<file path="src/sv/chds_pkg.sv">
// Shared types, register map and iteration helpers for the colour hue and distance segmenter.
// Has no dependencies; the top level uses it by scoped names.
package chds_pkg;

    // Configuration register map, as word indexes on the APB port.
    localparam int unsigned CfgAddrWidth = 5;
    localparam logic [2:0] REG_TARGET_RED     = 3'd0;
    localparam logic [2:0] REG_TARGET_GREEN   = 3'd1;
    localparam logic [2:0] REG_TARGET_BLUE    = 3'd2;
    localparam logic [2:0] REG_DISTANCE_LIMIT = 3'd3;
    localparam logic [2:0] REG_HUE_HALF_LIMIT = 3'd4;

    // Reset values of the registers.
    localparam logic [7:0] RstTargetRed     = 8'd0;
    localparam logic [7:0] RstTargetGreen   = 8'd0;
    localparam logic [7:0] RstTargetBlue    = 8'd255;
    localparam logic [7:0] RstDistanceLimit = 8'd40;
    localparam logic [7:0] RstHueHalfLimit  = 8'd100;

    // Datapath widths.
    localparam int unsigned NumWidth  = 17;   // hue numerator, up to 360 * 255
    localparam int unsigned SumWidth  = 18;   // sum of three squared differences
    localparam int unsigned RootWidth = 9;    // quotient and root bits
    localparam int unsigned StepsPerStage = 3;

    // Which channel holds the maximum; ties go to red, then green.
    typedef enum logic [1:0] {
        SEC_RED,
        SEC_GREEN,
        SEC_BLUE
    } t_sector;

    typedef struct packed {
        logic [NumWidth-1:0]  rem;
        logic [RootWidth-1:0] quo;
    } t_div;

    typedef struct packed {
        logic [SumWidth-1:0]  rem;
        logic [RootWidth-1:0] root;
    } t_sqrt;

    // Three restoring division steps, producing quotient bits hi, hi-1 and hi-2.
    function automatic t_div div_steps(t_div acc, logic [7:0] den, int unsigned hi);
        t_div                res;
        logic [NumWidth-1:0] trial;
        int unsigned         pos;
        res = acc;
        for (int unsigned j = 0; j < StepsPerStage; j++) begin
            pos   = hi - j;
            trial = NumWidth'({9'd0, den} << pos);
            if (res.rem >= trial) begin
                res.rem      = res.rem - trial;
                res.quo[pos] = 1'b1;
            end
        end
        return res;
    endfunction

    // Three digit-by-digit square root steps, producing root bits hi, hi-1 and hi-2.
    function automatic t_sqrt sqrt_steps(t_sqrt acc, int unsigned hi);
        t_sqrt             res;
        logic [SumWidth:0] trial;
        int unsigned       pos;
        res = acc;
        for (int unsigned j = 0; j < StepsPerStage; j++) begin
            pos   = hi - j;
            trial = (SumWidth+1)'({10'd0, res.root} << (pos + 1))
                  + (SumWidth+1)'(19'd1 << (2 * pos));
            if ({1'b0, res.rem} >= trial) begin
                res.rem       = res.rem - SumWidth'(trial);
                res.root[pos] = 1'b1;
            end
        end
        return res;
    endfunction

endpackage

</file>
<file path="src/sv/color_hue_distance_segmenter_top.sv">
// Top level of the colour hue and distance segmenter: APB registers and a five-stage pipeline.
// Depends on chds_pkg for the register map, types and the division and root step functions.
//
// Usage: RGB pixels enter on the s_axis channel, one transaction per pixel, with
// tdata = {blue, green, red} (red in bits 7:0). Each pixel yields exactly one result
// transaction on m_axis with mask in bit 0, hue_degrees in bits 9:1 and
// color_distance in bits 17:10. The reference colour and both limits are set through
// the APB port and should only be written while no pixel is in flight.
// The pipeline stages are max/min and squares, numerator and limit products,
// then three stages of three division and three root steps each. Throughput is
// one pixel per clock while the receiver accepts results; the division and the square
// root are spread as nine iterations over three pipeline stages.
// Reset (synchronous, active low) empties the pipeline and loads the register
// reset values. When the receiver holds m_axis_tready low with a result waiting,
// the whole pipeline halts and s_axis_tready falls; no pixel is lost or repeated.
module color_hue_distance_segmenter_top (
    input  logic        i_clk,
    input  logic        i_rst_n,
    // Pixel input channel.
    input  logic        s_axis_tvalid,
    output logic        s_axis_tready,
    input  logic [23:0] s_axis_tdata,   // red [7:0], green [15:8], blue [23:16]
    // Result output channel.
    output logic        m_axis_tvalid,
    input  logic        m_axis_tready,
    output logic [23:0] m_axis_tdata,   // mask [0], hue_degrees [9:1],
                                        // color_distance [17:10], zero [23:18]
    // Configuration port.
    input  logic        psel,
    input  logic        penable,
    input  logic        pwrite,
    input  logic [chds_pkg::CfgAddrWidth-1:0] paddr,
    input  logic [31:0] pwdata,
    output logic [31:0] prdata,
    output logic        pready
);

    // Configuration registers.
    logic [7:0] r_target_red;
    logic [7:0] r_target_green;
    logic [7:0] r_target_blue;
    logic [7:0] r_distance_limit;
    logic [7:0] r_hue_half_limit;
    logic [2:0] reg_index;
    logic       cfg_write;

    assign pready    = 1'b1;
    assign reg_index = paddr[chds_pkg::CfgAddrWidth-1:2];
    assign cfg_write = psel && penable && pwrite;

    // Register writes; unknown indexes are ignored.
    always_ff @(posedge i_clk) begin
        if (!i_rst_n) begin
            r_target_red     <= chds_pkg::RstTargetRed;
            r_target_green   <= chds_pkg::RstTargetGreen;
            r_target_blue    <= chds_pkg::RstTargetBlue;
            r_distance_limit <= chds_pkg::RstDistanceLimit;
            r_hue_half_limit <= chds_pkg::RstHueHalfLimit;
        end else if (cfg_write) begin
            unique case (reg_index)
                chds_pkg::REG_TARGET_RED:     r_target_red     <= pwdata[7:0];
                chds_pkg::REG_TARGET_GREEN:   r_target_green   <= pwdata[7:0];
                chds_pkg::REG_TARGET_BLUE:    r_target_blue    <= pwdata[7:0];
                chds_pkg::REG_DISTANCE_LIMIT: r_distance_limit <= pwdata[7:0];
                chds_pkg::REG_HUE_HALF_LIMIT: r_hue_half_limit <= pwdata[7:0];
                default: ;
            endcase
        end
    end

    // Register read-back.
    always_comb begin
        unique case (reg_index)
            chds_pkg::REG_TARGET_RED:     prdata = {24'd0, r_target_red};
            chds_pkg::REG_TARGET_GREEN:   prdata = {24'd0, r_target_green};
            chds_pkg::REG_TARGET_BLUE:    prdata = {24'd0, r_target_blue};
            chds_pkg::REG_DISTANCE_LIMIT: prdata = {24'd0, r_distance_limit};
            chds_pkg::REG_HUE_HALF_LIMIT: prdata = {24'd0, r_hue_half_limit};
            default:                      prdata = 32'd0;
        endcase
    end

    // The whole pipeline advances together unless a result is held at the output.
    logic adv;
    assign adv           = !m_axis_tvalid || m_axis_tready;
    assign s_axis_tready = adv;

    // Stage A: maximum, minimum, sector, hue difference and squared distances.
    logic [7:0] pix_r, pix_g, pix_b;
    logic [7:0] mx, mn;
    logic [8:0] n_a_diff;
    chds_pkg::t_sector n_a_sec;
    logic [7:0] ad_r, ad_g, ad_b;

    assign pix_r = s_axis_tdata[7:0];
    assign pix_g = s_axis_tdata[15:8];
    assign pix_b = s_axis_tdata[23:16];

    always_comb begin
        mx = pix_r;
        mn = pix_r;
        if (pix_g > mx) mx = pix_g;
        if (pix_b > mx) mx = pix_b;
        if (pix_g < mn) mn = pix_g;
        if (pix_b < mn) mn = pix_b;
        if (pix_r == mx) begin
            n_a_sec  = chds_pkg::SEC_RED;
            n_a_diff = {1'b0, pix_g} - {1'b0, pix_b};
        end else if (pix_g == mx) begin
            n_a_sec  = chds_pkg::SEC_GREEN;
            n_a_diff = {1'b0, pix_b} - {1'b0, pix_r};
        end else begin
            n_a_sec  = chds_pkg::SEC_BLUE;
            n_a_diff = {1'b0, pix_r} - {1'b0, pix_g};
        end
        ad_r = (pix_r > r_target_red)   ? pix_r - r_target_red   : r_target_red - pix_r;
        ad_g = (pix_g > r_target_green) ? pix_g - r_target_green : r_target_green - pix_g;
        ad_b = (pix_b > r_target_blue)  ? pix_b - r_target_blue  : r_target_blue - pix_b;
    end

    logic              r_a_vld;
    logic [8:0]        r_a_diff;
    chds_pkg::t_sector r_a_sec;
    logic [7:0]        r_a_d;
    logic [15:0]       r_a_sq_r, r_a_sq_g, r_a_sq_b;

    always_ff @(posedge i_clk) begin
        if (!i_rst_n) begin
            r_a_vld <= 1'b0;
        end else if (adv) begin
            r_a_vld <= s_axis_tvalid;
        end
    end

    always_ff @(posedge i_clk) begin
        if (adv) begin
            r_a_diff <= n_a_diff;
            r_a_sec  <= n_a_sec;
            r_a_d    <= mx - mn;
            r_a_sq_r <= 16'(ad_r) * 16'(ad_r);
            r_a_sq_g <= 16'(ad_g) * 16'(ad_g);
            r_a_sq_b <= 16'(ad_b) * 16'(ad_b);
        end
    end

    // Stage B: hue numerator with wrap, sum of squares and the two limit products.
    logic signed [17:0] num_s;
    logic [15:0]        sec_off;
    logic [chds_pkg::NumWidth-1:0] n_b_num;

    always_comb begin
        case (r_a_sec)
            chds_pkg::SEC_GREEN: sec_off = 16'(r_a_d) * 16'd120;
            chds_pkg::SEC_BLUE:  sec_off = 16'(r_a_d) * 16'd240;
            default:             sec_off = 16'd0;
        endcase
        num_s = $signed({{9{r_a_diff[8]}}, r_a_diff}) * 18'sd60 + $signed({2'b00, sec_off});
        if (num_s < 0) begin
            num_s = num_s + $signed({1'b0, 17'(r_a_d) * 17'd360});
        end
        n_b_num = num_s[chds_pkg::NumWidth-1:0];
    end

    logic                          r_b_vld;
    logic [chds_pkg::NumWidth-1:0] r_b_num;
    logic [7:0]                    r_b_d;
    logic [chds_pkg::SumWidth-1:0] r_b_sum;
    logic [16:0]                   r_b_hue_lim;
    logic [15:0]                   r_b_dist_lim;

    always_ff @(posedge i_clk) begin
        if (!i_rst_n) begin
            r_b_vld <= 1'b0;
        end else if (adv) begin
            r_b_vld <= r_a_vld;
        end
    end

    always_ff @(posedge i_clk) begin
        if (adv) begin
            r_b_num      <= n_b_num;
            r_b_d        <= r_a_d;
            r_b_sum      <= chds_pkg::SumWidth'(r_a_sq_r) + chds_pkg::SumWidth'(r_a_sq_g)
                          + chds_pkg::SumWidth'(r_a_sq_b);
            r_b_hue_lim  <= 17'({r_hue_half_limit, 1'b0}) * 17'(r_a_d);
            r_b_dist_lim <= 16'(r_distance_limit) * 16'(r_distance_limit);
        end
    end

    // Stage C: limit compares, quotient bits 8..6 and root bits 8..6.
    chds_pkg::t_div  div_c_in, n_c_div;
    chds_pkg::t_sqrt sqrt_c_in, n_c_sqrt;

    always_comb begin
        div_c_in.rem   = r_b_num;
        div_c_in.quo   = '0;
        sqrt_c_in.rem  = r_b_sum;
        sqrt_c_in.root = '0;
        n_c_div  = chds_pkg::div_steps(div_c_in, r_b_d, 8);
        n_c_sqrt = chds_pkg::sqrt_steps(sqrt_c_in, 8);
    end

    logic            r_c_vld;
    chds_pkg::t_div  r_c_div;
    chds_pkg::t_sqrt r_c_sqrt;
    logic [7:0]      r_c_d;
    logic            r_c_grey, r_c_pass, r_c_sat;

    always_ff @(posedge i_clk) begin
        if (!i_rst_n) begin
            r_c_vld <= 1'b0;
        end else if (adv) begin
            r_c_vld <= r_b_vld;
        end
    end

    always_ff @(posedge i_clk) begin
        if (adv) begin
            r_c_div  <= n_c_div;
            r_c_sqrt <= n_c_sqrt;
            r_c_d    <= r_b_d;
            r_c_grey <= (r_b_d == 8'd0);
            r_c_pass <= (r_b_num > r_b_hue_lim)
                     && (r_b_sum < chds_pkg::SumWidth'(r_b_dist_lim));
            r_c_sat  <= (r_b_sum[chds_pkg::SumWidth-1:16] != 2'd0);
        end
    end

    // Stage D: quotient bits 5..3 and root bits 5..3.
    logic            r_d_vld;
    chds_pkg::t_div  r_d_div;
    chds_pkg::t_sqrt r_d_sqrt;
    logic [7:0]      r_d_d;
    logic            r_d_grey, r_d_pass, r_d_sat;

    always_ff @(posedge i_clk) begin
        if (!i_rst_n) begin
            r_d_vld <= 1'b0;
        end else if (adv) begin
            r_d_vld <= r_c_vld;
        end
    end

    always_ff @(posedge i_clk) begin
        if (adv) begin
            r_d_div  <= chds_pkg::div_steps(r_c_div, r_c_d, 5);
            r_d_sqrt <= chds_pkg::sqrt_steps(r_c_sqrt, 5);
            r_d_d    <= r_c_d;
            r_d_grey <= r_c_grey;
            r_d_pass <= r_c_pass;
            r_d_sat  <= r_c_sat;
        end
    end

    // Stage E: last three bits of each, grey and saturation handling, output register.
    chds_pkg::t_div  n_e_div;
    chds_pkg::t_sqrt n_e_sqrt;

    always_comb begin
        n_e_div  = chds_pkg::div_steps(r_d_div, r_d_d, 2);
        n_e_sqrt = chds_pkg::sqrt_steps(r_d_sqrt, 2);
    end

    logic       r_e_vld;
    logic       r_e_mask;
    logic [8:0] r_e_hue;
    logic [7:0] r_e_dist;

    always_ff @(posedge i_clk) begin
        if (!i_rst_n) begin
            r_e_vld <= 1'b0;
        end else if (adv) begin
            r_e_vld <= r_d_vld;
        end
    end

    always_ff @(posedge i_clk) begin
        if (adv) begin
            r_e_mask <= r_d_pass;
            r_e_hue  <= r_d_grey ? 9'd0 : n_e_div.quo;
            r_e_dist <= r_d_sat ? 8'd255 : n_e_sqrt.root[7:0];
        end
    end

    assign m_axis_tvalid = r_e_vld;
    assign m_axis_tdata  = {6'd0, r_e_dist, r_e_hue, r_e_mask};

endmodule
</file>
<file path="config.mk">
export PLATFORM = sky130hd
export DESIGN_NAME = color_hue_distance_segmenter_top
export DESIGN_NICKNAME = d
export VERILOG_FILES = /design/src/sv/chds_pkg.sv /design/src/sv/color_hue_distance_segmenter_top.sv
export SDC_FILE = /design/constraint.sdc
export NUM_CORES = 2
export LEC_CHECK = 0
export BUFFER_PORTS_ARGS = -buffer_cell sky130_fd_sc_hd__buf_2
export CAP_MARGIN = 25
export CELL_PAD_IN_SITES_DETAIL_PLACEMENT = 0
export CELL_PAD_IN_SITES_GLOBAL_PLACEMENT = 1
export CORE_MARGIN = 4
export CORE_UTILIZATION = 40
export DETAILED_ROUTE_END_ITERATION = 16
export PLACE_DENSITY_LB_ADDON = 0.1
export SYNTH_ARGS = -nofsm -noshare
export SYNTH_HDL_FRONTEND = slang
export SYNTH_SLANG_ARGS = --single-unit
</file>
<file path="constraint.sdc">
create_clock -name i_clk -period 12.9 [get_ports i_clk]
set_clock_uncertainty 0.2 [all_clocks]
set_input_delay 1.29 -clock i_clk [delete_from_list [all_inputs] [get_ports i_clk]]
set_output_delay 1.29 -clock i_clk [all_outputs]
set_load 0.05 [all_outputs]
</file>
## Yosys cells after proc, flatten, opt, wreduce, memory -nomap -nowiden

Index checks and enable logic that the tools add are counted.

- RAM bits: 0
- Word-level logic and storage cells: 188
- Register bits after elaboration: 315
- Output and inout port bits: 59
- Memories kept: 0
- Latch bits: 0
- Memory bits (read-only): 0

- Multipliers: 9
- Add/subtract/negate cells: 38
- Div/mod/pow operators: 0
- Order comparisons: 28
- Equality and inequality tests: 8
- Reduce and logical (&&, ||, !) cells: 14
- Muxes and demuxes: 46
- Bitwise gates (word level): 0
- Shifts and indexed selects: 0

Operator list:

| operator | number |
|---|---|
| 2-to-1 mux 18 bit | 10 |
| 2-to-1 mux 17 bit | 10 |
| multiplier 8 x 8 -> 16 bit | 5 |
| 2-to-1 mux 8 bit | 7 |
| subtractor 8 bit | 7 |
| > comparator 8 bit | 5 |
| one-hot mux 8 bit (5 select lines) | 1 |
| one-hot mux 16 bit (2 select lines) | 1 |
| subtractor 8 x 8 -> 9 bit | 3 |
| multiplier 8 x 4 -> 12 bit, second input constant | 2 |
| 2-to-1 mux 19 bit | 1 |
| adder 16 x 17 -> 18 bit | 1 |
| adder 17 x 15 -> 18 bit, second input constant | 1 |
| adder 17 x 16 -> 18 bit | 1 |
| >= comparator 18 x 11 -> 1 bit | 1 |
| >= comparator 18 x 12 -> 1 bit | 1 |
| >= comparator 18 x 13 -> 1 bit | 1 |
| >= comparator 18 x 14 -> 1 bit | 1 |
| >= comparator 18 x 15 -> 1 bit | 1 |
| >= comparator 18 x 16 -> 1 bit | 1 |
| >= comparator 18 x 17 -> 1 bit | 1 |
| >= comparator 18 x 17 -> 1 bit, second input constant | 1 |
| >= comparator 18 bit | 1 |
| less-than comparator 18 x 1 -> 1 bit, second input constant | 1 |
| other kinds (56) | 78 |

## Longest topological paths before layout

- Depth after elaboration: 11
- Mapped depth: 35
- Gate-level depth less buffers: 34

## Least setup slack after synthesis

OpenSTA, ideal clock, no wires.

- Kind: input to output
- Start: input m_axis_tready
- End: output s_axis_tready
- Path slack: 2425 ps
- Stages: 2
- Path buffers: 1
- Arrival: 8985 ps
- Cell sequence: nand2b_1 -> clkbuf_1

- Word-level cells in the longest chain between the ends: 1

RTL lines:

| element | line | RTL |
|---|---|---|
| from (decl) | color_hue_distance_segmenter_top.sv:25 | `input logic m_axis_tready,` |
| logical OR 1 bit | color_hue_distance_segmenter_top.sv:85 | `assign adv = !m_axis_tvalid \|\| m_axis_tready;` |
| to (decl) | color_hue_distance_segmenter_top.sv:21 | `output logic s_axis_tready,` |

No other way between the ends.

## Worst setup path in the final report

- Start: register r_c_d[7]
- End: register r_d_div[23] (netlist bit), data pin

- Word-level cells in the longest chain between the ends: 8
- Elaborated cells between the ends (all ways): 11
- Those cells by class: 3 x add/sub; 3 x order compare; 5 x mux

RTL lines:

| element | line | RTL |
|---|---|---|
| from (decl) | color_hue_distance_segmenter_top.sv:206 | `logic [7:0] r_c_d;` |
| from (signal assigned) | color_hue_distance_segmenter_top.sv:221 | `r_c_d <= r_b_d;` |
| subtractor 17 x 13 -> 17 bit or >= comparator 17 x 13 -> 1 bit (tied branches) | chds_pkg.sv:53, chds_pkg.sv:52 |  |
| 2-to-1 mux 17 bit | chds_pkg.sv:52 | `if (res.rem >= trial) begin` |
| 2-to-1 mux 17 bit | color_hue_distance_segmenter_top.sv:245 | `if (adv) begin` |
| subtractor 17 x 12 -> 17 bit or >= comparator 17 x 12 -> 1 bit (tied branches) | chds_pkg.sv:53, chds_pkg.sv:52 |  |
| 2-to-1 mux 17 bit | chds_pkg.sv:52 |  |
| 2-to-1 mux 17 bit | color_hue_distance_segmenter_top.sv:245 |  |
| subtractor 17 x 11 -> 17 bit or >= comparator 17 x 11 -> 1 bit (tied branches) | chds_pkg.sv:53, chds_pkg.sv:52 |  |
| 2-to-1 mux 17 bit (*) | chds_pkg.sv:52 |  |
| to (signal assigned) | color_hue_distance_segmenter_top.sv:246 | `r_d_div <= chds_pkg::div_steps(r_c_div, r_c_d, 5);` |
| to (decl) | color_hue_distance_segmenter_top.sv:231 | `chds_pkg::t_div r_d_div;` |

Every way passes the cells marked *; elsewhere a longest branch is shown, timed or not. The select of a mux whose other input is x is not followed.
A chain may end at the register's enable or synchronous reset.

==> results.md <==
* Initial Utilization at between 40% and 50%
* Distinct cell type count after synthesis at 100
* Crit-path max FO at 19
* Setup violators final at 0
* Worst Path Buf+Inv at 5
* Synthesized area at around 0.036 mm^2
* NumNets Final at between 4000 and 5000
* Sequential area share after synthesis at approximately a quarter
* Antenna-violating nets left at 0
* Top FF cell, synth: edfxtp_1
* Worst Path Arrival at roughly 8700 ps
* Yosys reg bits at 305
* Max incr delay on CP at a little under 800 ps
* Post-cts resize count at 0
* Unrepaired setup endpoints after global routing: no
* Yosys warnings at 0
* Clock Latency Late Sink at 550 ps
* Gate Count Post-Synth at between 3000 and 4000
* Worst setup EP type: flop
* WP data required at approximately 13000 ps
* DR WL/cell at 17.0 um
* DR iter-0 viols at 1261
* Root buffer cell: clkbuf_16
* Post-route DRC at 0
* Initial antenna violation count at 4
* Sum Neg Setup Slack at 0 ps
* Clk sinks at roughly 310
* Crit path launch: r_c_d[7]
* Rel. slew slack at between 30 and 40%
* First-pass DRT Iterations at 7
* Min Tclk post-route at just under 9000 ps
* CP top delay family: simple AND/OR/NAND/NOR gates
* Die area at between 0.09 and 0.1 mm^2
* CTS tree: built
* Share of layout cells above drive strength 1 at 6.79%
* Die Y at between 300 and 400 um
* Pins over their slew limit at 0
* Core ar. at about 0.089 mm^2
* Post-DP HPWL at between 60000 and 70000 um
* Outcome: finished, final reports clean
* Gpl congestion at approximately 0.81
* Pin count of the biggest net entering global routing at approximately 140
* Setup bufs post-CTS at 0
* Overall routing resource usage at between 10% and 20%
* Cts hold-fix bufs at 0
* Port Buffers at 69
* Critical path type: reg2reg
* Max cap viols at 0
* Die Width at just over 300 um
* Count leader, synth: inv_1
* Top cell type by total area after synthesis: edfxtp_1
* Hold Startpoint: r_c_grey
* CP startpoint kind: flop
* CTS Buf Count at 40
* Final hold vios at 0
* First-pass GRT wire length at 141000 um
* Mapped Avg Cell Area at 9.31 um^2
* Final worst-path cycle share at between 60% and 70%
* I/O Pins at approximately 130
* Vias per cell at 5.07
* Post-synth EDFFs at between 200 and 300
* Proportion of netlist area held by the largest area contributor at a little over a fifth
* Fmax at about 0.12 GHz
* CP max-delay cell: nor4b_4
* Diode count at 0
* Post-synth ARST share at 0%
* Number of global-route vias before repair at between 20000 and 30000
* R2r startpoint: r_c_d[7]
* Final global-route overflow total at 0
* CTS clock-pin slew for the worst setup and hold paths at about 60 ps
* Longest Clk Path Bufs at 3
* Slew @ Worst Pin at 958 ps
* Hold WC Path Type: reg2reg
* Most common library cells after synthesis: 523 x inv_1, 513 x ha_1, 271 x nor2_1, 260 x edfxtp_1, 249 x a21oi_1
* Top post-synthesis cells by area: edfxtp_1 22%, ha_1 18%, fa_1 12%, inv_1 5.5%, xnor2_1 5.3%
* Drt total wl at 86300 um
* Area Overhead vs Synth at 8.06%
* DR vias at roughly 26000
* # rows at ~110
* H-tree depth at 2
## worst paths after layout
path              depth (start not counted)  slack [ps]     endpoint
setup / recovery                         31        4260  r_d_div[23]
hold / removal                            0         210     r_d_grey
setup reg to reg                         31        4260  r_d_div[23]
hold reg to reg                           0         210     r_d_grey
## kinds of logic after synthesis
logic type,Yosys count,share of synthesized area (%)
AND/OR/NAND/NOR,939,13.2
AO/OA/AOI/OAI,770,13.7
adder cells (fa/ha/maj),721,29.6
buffers and inverters,640,7.12
flip-flops,305,24.4
XOR/XNOR,301,7.39
multiplexers,155,4.54
other,2,0.0210
## through the flow
stage	hold slack [ps]	cell area, um^2	utilization [%]	std cells	worst slack [ps]
floorplan	200	35800	-	3865	2420
global placement	201	37300	42.1	5010	3730
detailed placement	208	37300	42.1	5010	3750
CTS	207	38600	43.6	5082	4110
global route	227	38600	43.6	5083	3370
finish	214	38600	43.6	5083	4260
## cell usage in the layout, fill, tap and decap left out, types with 80 or more instances in the layout
cell	instances
nor2b_1	88
xor2_1	85
ha_1	513
nor2_1	271
a21oi_1	249
mux2i_1	103
fa_1	208
edfxtp_1	260
o21ai_0	160
inv_1	523
nand2_1	224
xnor2_1	216
a21o_1	80
## flip-flops by register name, summed over array words and instances (netlist names), 9 cells and up
| name | flops |
|---|---|
| r_a_diff | 9 |
| r_a_sq_b | 15 |
| r_a_sq_g | 15 |
| r_a_sq_r | 15 |
| r_b_dist_lim | 15 |
| r_b_hue_lim | 16 |
| r_b_num | 15 |
| r_b_sum | 18 |
| r_c_div | 18 |
| r_c_sqrt | 21 |
| r_d_div | 15 |
| r_d_sqrt | 18 |
| r_e_hue | 9 |
## metal layers
metal  wire [um]  track usage [%]  vias up
li1            -                -    13256
met1       41400             25.3    12086
met2       40800             32.1      305
met3        2280             1.90      104
met4        1770             3.83        2
met5          13                0        -
## layout make-up
type | count | area [um^2]
Clock inverter | 27 | 265
Timing Repair Buffer | 94 | 546
Tap cell | 1165 | 1460
Sequential cell | 305 | 8710
Inverter | 527 | 1980
Fill cell | 8745 | 49900
Multi-Input combinational cell | 2920 | 24600
Clock buffer | 45 | 1040
Power is not shown: default switching activity piles up to over one toggle a cycle in this logic, so the estimate is an artifact.
